--- config.mk ---
export PLATFORM = sky130hd
export DESIGN_NAME = rgb_ycbcr_color_converter
export DESIGN_NICKNAME = d
export VERILOG_FILES = /design/src/design/rycc_pkg.sv /design/src/design/rycc_operand.sv /design/src/design/rycc_matmul.sv /design/src/design/rycc_round.sv /design/src/design/rgb_ycbcr_color_converter.sv
export SDC_FILE = /design/constraint.sdc
export NUM_CORES = 2
export LEC_CHECK = 0
export BUFFER_PORTS_ARGS = -buffer_cell sky130_fd_sc_hd__buf_2
export CAP_MARGIN = 20
export CORE_ASPECT_RATIO = 2
export CORE_MARGIN = 5
export CORE_UTILIZATION = 40
export CTS_CLUSTER_SIZE = 24
export DETAILED_ROUTE_END_ITERATION = 8
export GPL_ROUTABILITY_DRIVEN = 0
export HOLD_SLACK_MARGIN = 0.15
export PLACE_DENSITY_LB_ADDON = 0.1
export SYNTH_ARGS = -nofsm -noshare
export SYNTH_HDL_FRONTEND = slang
export SYNTH_HIERARCHICAL = 1
export SYNTH_SLANG_ARGS = --single-unit
--- constraint.sdc ---
create_clock -name clk -period 15.4 [get_ports clk]
set_input_delay 1.54 -clock clk [delete_from_list [all_inputs] [get_ports clk]]
set_output_delay 1.54 -clock clk [all_outputs]
set_load 0.05 [all_outputs]
--- src/design/rycc_pkg.sv ---
`timescale 1ns / 1ps
`default_nettype none
// ----------------------------------------------------------------------------
// rycc_pkg
// Shared types, coefficient tables and width helpers for the RGB/YCbCr
// converter pipeline.
// ----------------------------------------------------------------------------
package rycc_pkg;

	// conversion direction codes
	localparam logic DIR_FWD = 1'b0;   // RGB to YCbCr
	localparam logic DIR_REV = 1'b1;   // YCbCr to RGB

	localparam int NUM_CH = 3;
	localparam int COEF_W = 18;

	typedef logic signed [COEF_W-1:0] coef_t;

	// per-stage control that travels with the data
	typedef struct packed {
		logic valid;
		logic dir;
	} rycc_ctl_t;

	// coefficient matrices, 16 fraction bits, [output][input]
	localparam coef_t FWD_COEF [NUM_CH][NUM_CH] = '{
		'{ 18'sd19589,  18'sd38443,  18'sd7504  },
		'{-18'sd11056, -18'sd21712,  18'sd32768 },
		'{ 18'sd32768, -18'sd27420, -18'sd5348  }
	};
	localparam coef_t REV_COEF [NUM_CH][NUM_CH] = '{
		'{ 18'sd65536,  18'sd0,      18'sd91895 },
		'{ 18'sd65536, -18'sd22649, -18'sd46825 },
		'{ 18'sd65536,  18'sd116064, 18'sd0     }
	};

	// chroma offset of 128 with 16 fraction bits, forward only
	localparam int FWD_BASE = 8388608;

	// signed operand width: holds a 16-bit input and a chroma difference
	function automatic int rycc_opw(input int frac);
		return (frac > 7) ? frac + 10 : 18;
	endfunction

endpackage
`default_nettype wire

--- src/design/rycc_operand.sv ---
`timescale 1ns / 1ps
`default_nettype none
// ----------------------------------------------------------------------------
// rycc_operand
// Stage 1: picks the three signed multiplier operands for the direction:
// the pixel bytes (forward) or luma and the centered chroma values (reverse).
// ----------------------------------------------------------------------------
module rycc_operand import rycc_pkg::*; #(
	parameter int FRAC_BITS = 8
) (
	input  wire logic             clk,
	input  wire logic             arst_n,
	input  wire logic             en,
	input  wire rycc_ctl_t        ctl_in,
	input  wire logic [15:0]      comp_first,
	input  wire logic [15:0]      comp_second,
	input  wire logic [15:0]      comp_third,
	output rycc_ctl_t             ctl_s1,
	output logic signed [rycc_opw(FRAC_BITS)-1:0] x_s1 [NUM_CH]
);
	localparam int DW = rycc_opw(FRAC_BITS);
	localparam logic signed [DW-1:0] CHROMA_OFF = DW'(128 << FRAC_BITS);

	logic [15:0]          comp [NUM_CH];
	logic [15:0]          shifted;
	logic signed [DW-1:0] x_nxt [NUM_CH];

	assign comp[0] = comp_first;
	assign comp[1] = comp_second;
	assign comp[2] = comp_third;

	// operand select
	always_comb begin
		shifted = '0;
		for (int i = 0; i < NUM_CH; i++) begin
			shifted = comp[i] >> FRAC_BITS;
			if (ctl_in.dir == DIR_FWD) begin
				x_nxt[i] = DW'(shifted[7:0]);
			end else if (i == 0) begin
				x_nxt[i] = DW'(comp[i]);
			end else begin
				x_nxt[i] = DW'(comp[i]) - CHROMA_OFF;
			end
		end
	end

	always_ff @(posedge clk or negedge arst_n) begin
		if (!arst_n) begin
			ctl_s1 <= '0;
		end else if (en) begin
			ctl_s1 <= ctl_in;
		end
	end

	always_ff @(posedge clk) begin
		if (en) begin
			x_s1 <= x_nxt;
		end
	end

endmodule
`default_nettype wire

--- src/design/rycc_matmul.sv ---
`timescale 1ns / 1ps
`default_nettype none
// ----------------------------------------------------------------------------
// rycc_matmul
// Stages 2 and 3: nine constant-coefficient products, registered, then the
// three row sums with the forward chroma offset.
// ----------------------------------------------------------------------------
module rycc_matmul import rycc_pkg::*; #(
	parameter int FRAC_BITS = 8
) (
	input  wire logic      clk,
	input  wire logic      arst_n,
	input  wire logic      en_s2,
	input  wire logic      en_s3,
	input  wire rycc_ctl_t ctl_s1,
	input  wire logic signed [rycc_opw(FRAC_BITS)-1:0] x_s1 [NUM_CH],
	output rycc_ctl_t      ctl_s3,
	output logic signed [rycc_opw(FRAC_BITS)+COEF_W+1:0] acc_s3 [NUM_CH]
);
	localparam int DW = rycc_opw(FRAC_BITS);
	localparam int PW = DW + COEF_W;
	localparam int AW = PW + 2;

	rycc_ctl_t            ctl_s2;
	logic signed [PW-1:0] prod_s2 [NUM_CH][NUM_CH];
	logic signed [PW-1:0] prod_nxt [NUM_CH][NUM_CH];
	logic signed [AW-1:0] acc_nxt [NUM_CH];

	// products, coefficient set chosen by direction
	always_comb begin
		for (int r = 0; r < NUM_CH; r++) begin
			for (int c = 0; c < NUM_CH; c++) begin
				if (ctl_s1.dir == DIR_FWD) begin
					prod_nxt[r][c] = PW'(x_s1[c]) * PW'(FWD_COEF[r][c]);
				end else begin
					prod_nxt[r][c] = PW'(x_s1[c]) * PW'(REV_COEF[r][c]);
				end
			end
		end
	end

	// row sums
	always_comb begin
		for (int r = 0; r < NUM_CH; r++) begin
			acc_nxt[r] = AW'(prod_s2[r][0]) + AW'(prod_s2[r][1]) + AW'(prod_s2[r][2]);
			if (ctl_s2.dir == DIR_FWD && r != 0) begin
				acc_nxt[r] = acc_nxt[r] + AW'(FWD_BASE);
			end
		end
	end

	always_ff @(posedge clk or negedge arst_n) begin
		if (!arst_n) begin
			ctl_s2 <= '0;
			ctl_s3 <= '0;
		end else begin
			if (en_s2) begin
				ctl_s2 <= ctl_s1;
			end
			if (en_s3) begin
				ctl_s3 <= ctl_s2;
			end
		end
	end

	always_ff @(posedge clk) begin
		if (en_s2) begin
			prod_s2 <= prod_nxt;
		end
		if (en_s3) begin
			acc_s3 <= acc_nxt;
		end
	end

endmodule
`default_nettype wire

--- src/design/rycc_round.sv ---
`timescale 1ns / 1ps
`default_nettype none
// ----------------------------------------------------------------------------
// rycc_round
// Stage 4: rounds the sums to the output format and saturates. Forward
// gives Q-format chroma/luma; reverse gives a byte placed at FRAC_BITS.
// ----------------------------------------------------------------------------
module rycc_round import rycc_pkg::*; #(
	parameter int FRAC_BITS = 8
) (
	input  wire logic      clk,
	input  wire logic      arst_n,
	input  wire logic      en,
	input  wire rycc_ctl_t ctl_s3,
	input  wire logic signed [rycc_opw(FRAC_BITS)+COEF_W+1:0] acc_s3 [NUM_CH],
	output rycc_ctl_t      ctl_s4,
	output logic [15:0]    res_s4 [NUM_CH]
);
	localparam int AW     = rycc_opw(FRAC_BITS) + COEF_W + 2;
	localparam int FWD_SH = 16 - FRAC_BITS;
	localparam int REV_SH = 16 + FRAC_BITS;
	localparam logic signed [AW:0] FWD_HALF = (AW+1)'(1 << (FWD_SH - 1));
	localparam logic signed [AW:0] REV_HALF = (AW+1)'(1 << (REV_SH - 1));
	localparam logic signed [AW:0] MAX16    = (AW+1)'(65535);
	localparam logic signed [AW:0] MAX8     = (AW+1)'(255);
	localparam logic [15:0] FRAC_MASK = 16'((32'd1 << FRAC_BITS) - 32'd1);

	logic signed [AW:0] q_fwd [NUM_CH];
	logic signed [AW:0] q_rev [NUM_CH];
	logic               pos   [NUM_CH];
	logic [7:0]         byte_val [NUM_CH];
	logic [31:0]        placed   [NUM_CH];
	logic [15:0]        res_nxt  [NUM_CH];

	// round half up, clamp at zero and at the format limit
	always_comb begin
		for (int i = 0; i < NUM_CH; i++) begin
			pos[i]   = !acc_s3[i][AW-1] && (acc_s3[i] != '0);
			q_fwd[i] = ((AW+1)'(acc_s3[i]) + FWD_HALF) >>> FWD_SH;
			q_rev[i] = ((AW+1)'(acc_s3[i]) + REV_HALF) >>> REV_SH;
			if (!pos[i]) begin
				byte_val[i] = 8'd0;
			end else if (q_rev[i] > MAX8) begin
				byte_val[i] = 8'hFF;
			end else begin
				byte_val[i] = q_rev[i][7:0];
			end
			placed[i] = 32'(byte_val[i]) << FRAC_BITS;
			if (ctl_s3.dir == DIR_REV) begin
				res_nxt[i] = placed[i][15:0];
			end else if (!pos[i]) begin
				res_nxt[i] = 16'd0;
			end else if (q_fwd[i] > MAX16) begin
				res_nxt[i] = 16'hFFFF;
			end else begin
				res_nxt[i] = q_fwd[i][15:0];
			end
		end
	end

	always_ff @(posedge clk or negedge arst_n) begin
		if (!arst_n) begin
			ctl_s4 <= '0;
		end else if (en) begin
			ctl_s4 <= ctl_s3;
		end
	end

	always_ff @(posedge clk) begin
		if (en) begin
			res_s4 <= res_nxt;
		end
	end

	// reverse results never carry fraction bits
	a_rev_no_frac: assert property (@(posedge clk) disable iff (!arst_n)
		ctl_s4.valid && ctl_s4.dir == DIR_REV |->
		((res_s4[0] & FRAC_MASK) == 16'd0) && ((res_s4[1] & FRAC_MASK) == 16'd0)
		&& ((res_s4[2] & FRAC_MASK) == 16'd0))
		else $error("reverse result has nonzero fraction bits");

endmodule
`default_nettype wire

--- src/design/rgb_ycbcr_color_converter.sv ---
`timescale 1ns / 1ps
`default_nettype none
// ----------------------------------------------------------------------------
// rgb_ycbcr_color_converter
// Pixel color-space converter, RGB <-> YCbCr with BT.601-style coefficients.
//
// Input channel pix_valid/pix_ready carries one pixel request (comp_first,
// comp_second, comp_third); output channel res_valid/res_ready carries one
// result (res_first, res_second, res_third) per request, in order.
// cfg_wr_en/cfg_wr_data writes the direction register (0: RGB to YCbCr,
// 1: YCbCr to RGB); write it only while the pipeline is empty.
// Four register stages: operand select, multiply, row sum, round/saturate.
// The first is loaded at the accepting edge; the pixel then passes the
// multiply, row-sum and round/saturate registers before res_valid rises.
// Throughput is one pixel per clock while the receiver does not stall; the
// nine constant multipliers are fully pipelined.
// Reset clears all stage valid bits and sets the direction to forward.
// When the receiver stalls, the last stage holds its result and bubbles
// ahead of it are filled; pix_ready drops only once all four stages hold
// a pixel.
// ----------------------------------------------------------------------------
module rgb_ycbcr_color_converter import rycc_pkg::*; #(
	parameter int FRAC_BITS = 8
) (
	input  wire logic        clk,
	input  wire logic        arst_n,
	input  wire logic        cfg_wr_en,
	input  wire logic        cfg_wr_data,
	input  wire logic        pix_valid,
	output logic             pix_ready,
	input  wire logic [15:0] comp_first,
	input  wire logic [15:0] comp_second,
	input  wire logic [15:0] comp_third,
	output logic             res_valid,
	input  wire logic        res_ready,
	output logic [15:0]      res_first,
	output logic [15:0]      res_second,
	output logic [15:0]      res_third
);
	localparam int DW = rycc_opw(FRAC_BITS);
	localparam int AW = DW + COEF_W + 2;

	logic                 direction_q;
	rycc_ctl_t            ctl_in;
	rycc_ctl_t            ctl_s1;
	rycc_ctl_t            ctl_s3;
	rycc_ctl_t            ctl_s4;
	logic signed [DW-1:0] x_s1   [NUM_CH];
	logic signed [AW-1:0] acc_s3 [NUM_CH];
	logic [15:0]          res_s4 [NUM_CH];
	logic                 en_s1, en_s2, en_s3, en_s4;
	logic                 v_s2;

	// direction register
	always_ff @(posedge clk or negedge arst_n) begin
		if (!arst_n) begin
			direction_q <= DIR_FWD;
		end else if (cfg_wr_en) begin
			direction_q <= cfg_wr_data;
		end
	end

	// stage enables: a stage moves when empty or when the next one moves
	assign en_s4 = !ctl_s4.valid || res_ready;
	assign en_s3 = !ctl_s3.valid || en_s4;
	assign en_s2 = !v_s2 || en_s3;
	assign en_s1 = !ctl_s1.valid || en_s2;

	assign pix_ready    = en_s1;
	assign ctl_in.valid = pix_valid;
	assign ctl_in.dir   = direction_q;

	// stage 2 valid, mirrored here for the enable chain
	always_ff @(posedge clk or negedge arst_n) begin
		if (!arst_n) begin
			v_s2 <= 1'b0;
		end else if (en_s2) begin
			v_s2 <= ctl_s1.valid;
		end
	end

	rycc_operand #(.FRAC_BITS(FRAC_BITS)) u_operand (
		.clk         (clk),
		.arst_n      (arst_n),
		.en          (en_s1),
		.ctl_in      (ctl_in),
		.comp_first  (comp_first),
		.comp_second (comp_second),
		.comp_third  (comp_third),
		.ctl_s1      (ctl_s1),
		.x_s1        (x_s1)
	);

	rycc_matmul #(.FRAC_BITS(FRAC_BITS)) u_matmul (
		.clk    (clk),
		.arst_n (arst_n),
		.en_s2  (en_s2),
		.en_s3  (en_s3),
		.ctl_s1 (ctl_s1),
		.x_s1   (x_s1),
		.ctl_s3 (ctl_s3),
		.acc_s3 (acc_s3)
	);

	rycc_round #(.FRAC_BITS(FRAC_BITS)) u_round (
		.clk    (clk),
		.arst_n (arst_n),
		.en     (en_s4),
		.ctl_s3 (ctl_s3),
		.acc_s3 (acc_s3),
		.ctl_s4 (ctl_s4),
		.res_s4 (res_s4)
	);

	assign res_valid  = ctl_s4.valid;
	assign res_first  = res_s4[0];
	assign res_second = res_s4[1];
	assign res_third  = res_s4[2];

	// an empty output stage never blocks the input
	a_ready_when_out_empty: assert property (@(posedge clk) disable iff (!arst_n)
		!res_valid |-> pix_ready)
		else $error("input stalled with empty output stage");

	// a ready receiver always lets a new request in
	a_ready_when_drain: assert property (@(posedge clk) disable iff (!arst_n)
		res_ready |-> pix_ready)
		else $error("input stalled while receiver is ready");

	// a stalled result is not dropped
	a_hold_result: assert property (@(posedge clk) disable iff (!arst_n)
		res_valid && !res_ready |=> res_valid)
		else $error("stalled result lost");

endmodule
`default_nettype wire
==> impl_metrics.tcl <==
set metrics [dict create \
    outcome "complete, but fails checks" \
    violations "max-slew violations" \
    postRouteAntennaNets 0 \
    vias 57932 \
    slew_headroom_pct -93.3 \
    setup_viol 0 \
    hpwlAfterDp_um 244000 \
    die_area_sq_mm 0.209 \
    grt_max_degree 118 \
    holdBufCountCts 0 \
    netlist_area_sq_mm 0.0796 \
    cp_data_required_time_ps 15820 \
    drt_iter0_markers 3525 \
    fin_area_sq_mm 0.0853 \
    fp.dieW_um 326 \
    cp_common_cell "fa_1" \
    numCtsBuffers 54 \
    place_area_sq_mm 0.0833 \
    critical_path.n_buffers_inverters 4 \
    rows 231 \
    grt_pass1_wl_um 406000 \
    drc 0 \
    cts_tree "done" \
    layout-drive-gt1-share_pct 5.26 \
    clk_latency_ps 720 \
    cts_repair_resize_count 0 \
    area_growth_pct 7.14 \
    fin_tns_setup_ps 0 \
    routed_wl_um 281000 \
    grt.total_usage_pct 26.8 \
    worst_slew_pin_slew_ps 2870 \
    antenna_found_initial 13 \
    crit_chain "inv_1 -> fa_1 -> inv_1 -> ha_1 -> fa_1 -> fa_1 -> fa_1 -> inv_1 -> fa_1 -> inv_1 -> ha_1 -> a21o_1 -> a21oi_1 -> o21ai_0 -> a2111oi_0 -> nor4_1 -> nor3_1 -> o41ai_1 -> a31oi_1 -> xnor2_1 -> nand2_1 -> o21ai_1" \
    synthCells 8035 \
    syn_area_per_cell_sq_um 9.91 \
    ys_warn_count 6 \
    nets 10458 \
    hp-class "register to register" \
    cts-root-buf "clkbuf_16" \
    worstPathMaxFanout 14 \
    crit_family "adder cells" \
    clock.fmax_mhz 127 \
    cp-start-kind "register" \
    whs_ps 513 \
    cap_viol_max_count 0 \
    cts_buffer_depth 3 \
    firstDrtPassIters 7 \
    ios 104 \
    htreeDepth 2 \
    worstPathArrival_ps 8320 \
    grt.overflow.total 0 \
    end_kind "register" \
    core_sq_mm 0.198 \
    slowest_stage "edfxtp_1" \
    max_stage_delay_ps 940 \
    grt_setup_unrepaired "false" \
    initial_core_util_pct 40.2 \
    post-route-min-period_ps 7890 \
    postCtsSetupBuffers 0 \
    cts.sinks 497 \
    timing.final.crit_share_pct 51.3 \
    wire_per_inst_um 26.1 \
    die_h_um 641 \
    final_hold_viol_count 0 \
    layout_commonest_cell "inv_1" \
    clock_skew_ps 51.8 \
    crit_type "register to register" \
    slew_violations 12 \
    mostFrequentLayoutCells "inv_1 (1802), ha_1 (1214), fa_1 (1058), edfxtp_1 (488), nor2_1 (398)" \
    portBuffers 103 \
    grt_pass1_vias 61775 \
    clk_pin_slew_ps 70 \
    viasPerCell 5.38 \
]
==> area by class of cell <==
type | count | area, sq um
fill | 19254 | 113000
multi-input combinational | 5602 | 57400
sequential | 497 | 14900
inverter | 1806 | 6780
tap | 2563 | 3210
clock buffer | 59 | 1370
timing repair buffer | 171 | 1040
clock inverter | 41 | 561
antenna | 25 | 62.6
==> state kept, by name (all words and copies together), names as in the netlist <==
register / flops
u_round/ctl_s4: 1
u_matmul/acc_s3: 112
u_operand/ctl_s1: 2
u_matmul/ctl_s3: 2
u_round/res_s4: 48
direction_q: 1
u_matmul/prod_s2: 280
u_matmul/ctl_s2: 2
u_operand/x_s1: 48
v_s2: 1
==> path summary, 6_finish.rpt <==
path	from	end	slack (ps)	depth (start not counted)
setup / recovery	u_operand/x_s1[25]	u_matmul/prod_s2[178]	7510	22
hold / removal	u_matmul/ctl_s2[1]	u_matmul/ctl_s3[1]	510	1
setup reg to reg	u_operand/x_s1[25]	u_matmul/prod_s2[178]	7510	22
hold reg to reg	u_matmul/ctl_s2[1]	u_matmul/ctl_s3[1]	510	1
max in group asynchronous	arst_n	u_operand/ctl_s1[0]	14490	1
min in group asynchronous	arst_n	direction_q	700	1
==> metrics by stage <==
stage / util, % / cells / worst slack (ps)
after floorplan: - / 8037 / 6720
after global placement: 42.1 / 10638 / 7610
after detailed placement: 42.1 / 10639 / 7570
after CTS: 43.1 / 10739 / 7540
after global routing: 43.1 / 10756 / 7080
final: 43.1 / 10764 / 7510
==> layer usage <==
layer / wire, um / GRT usage, % / vias to the layer above / share of wire, %
met2: 152000 / 52.1 / 1421 / 54
met1: 90900 / 25.4 / 29146 / 32
li1: - / - / 26736 / -
met4: 28900 / 20.7 / 2 / 10
met5: 13 / 0 / - / 0.0046
met3: 9930 / 2.92 / 627 / 3.5
Power is left out: the tool's default activity adds up to more than one toggle a clock period on the data nets, which glitch-free logic cannot reach.
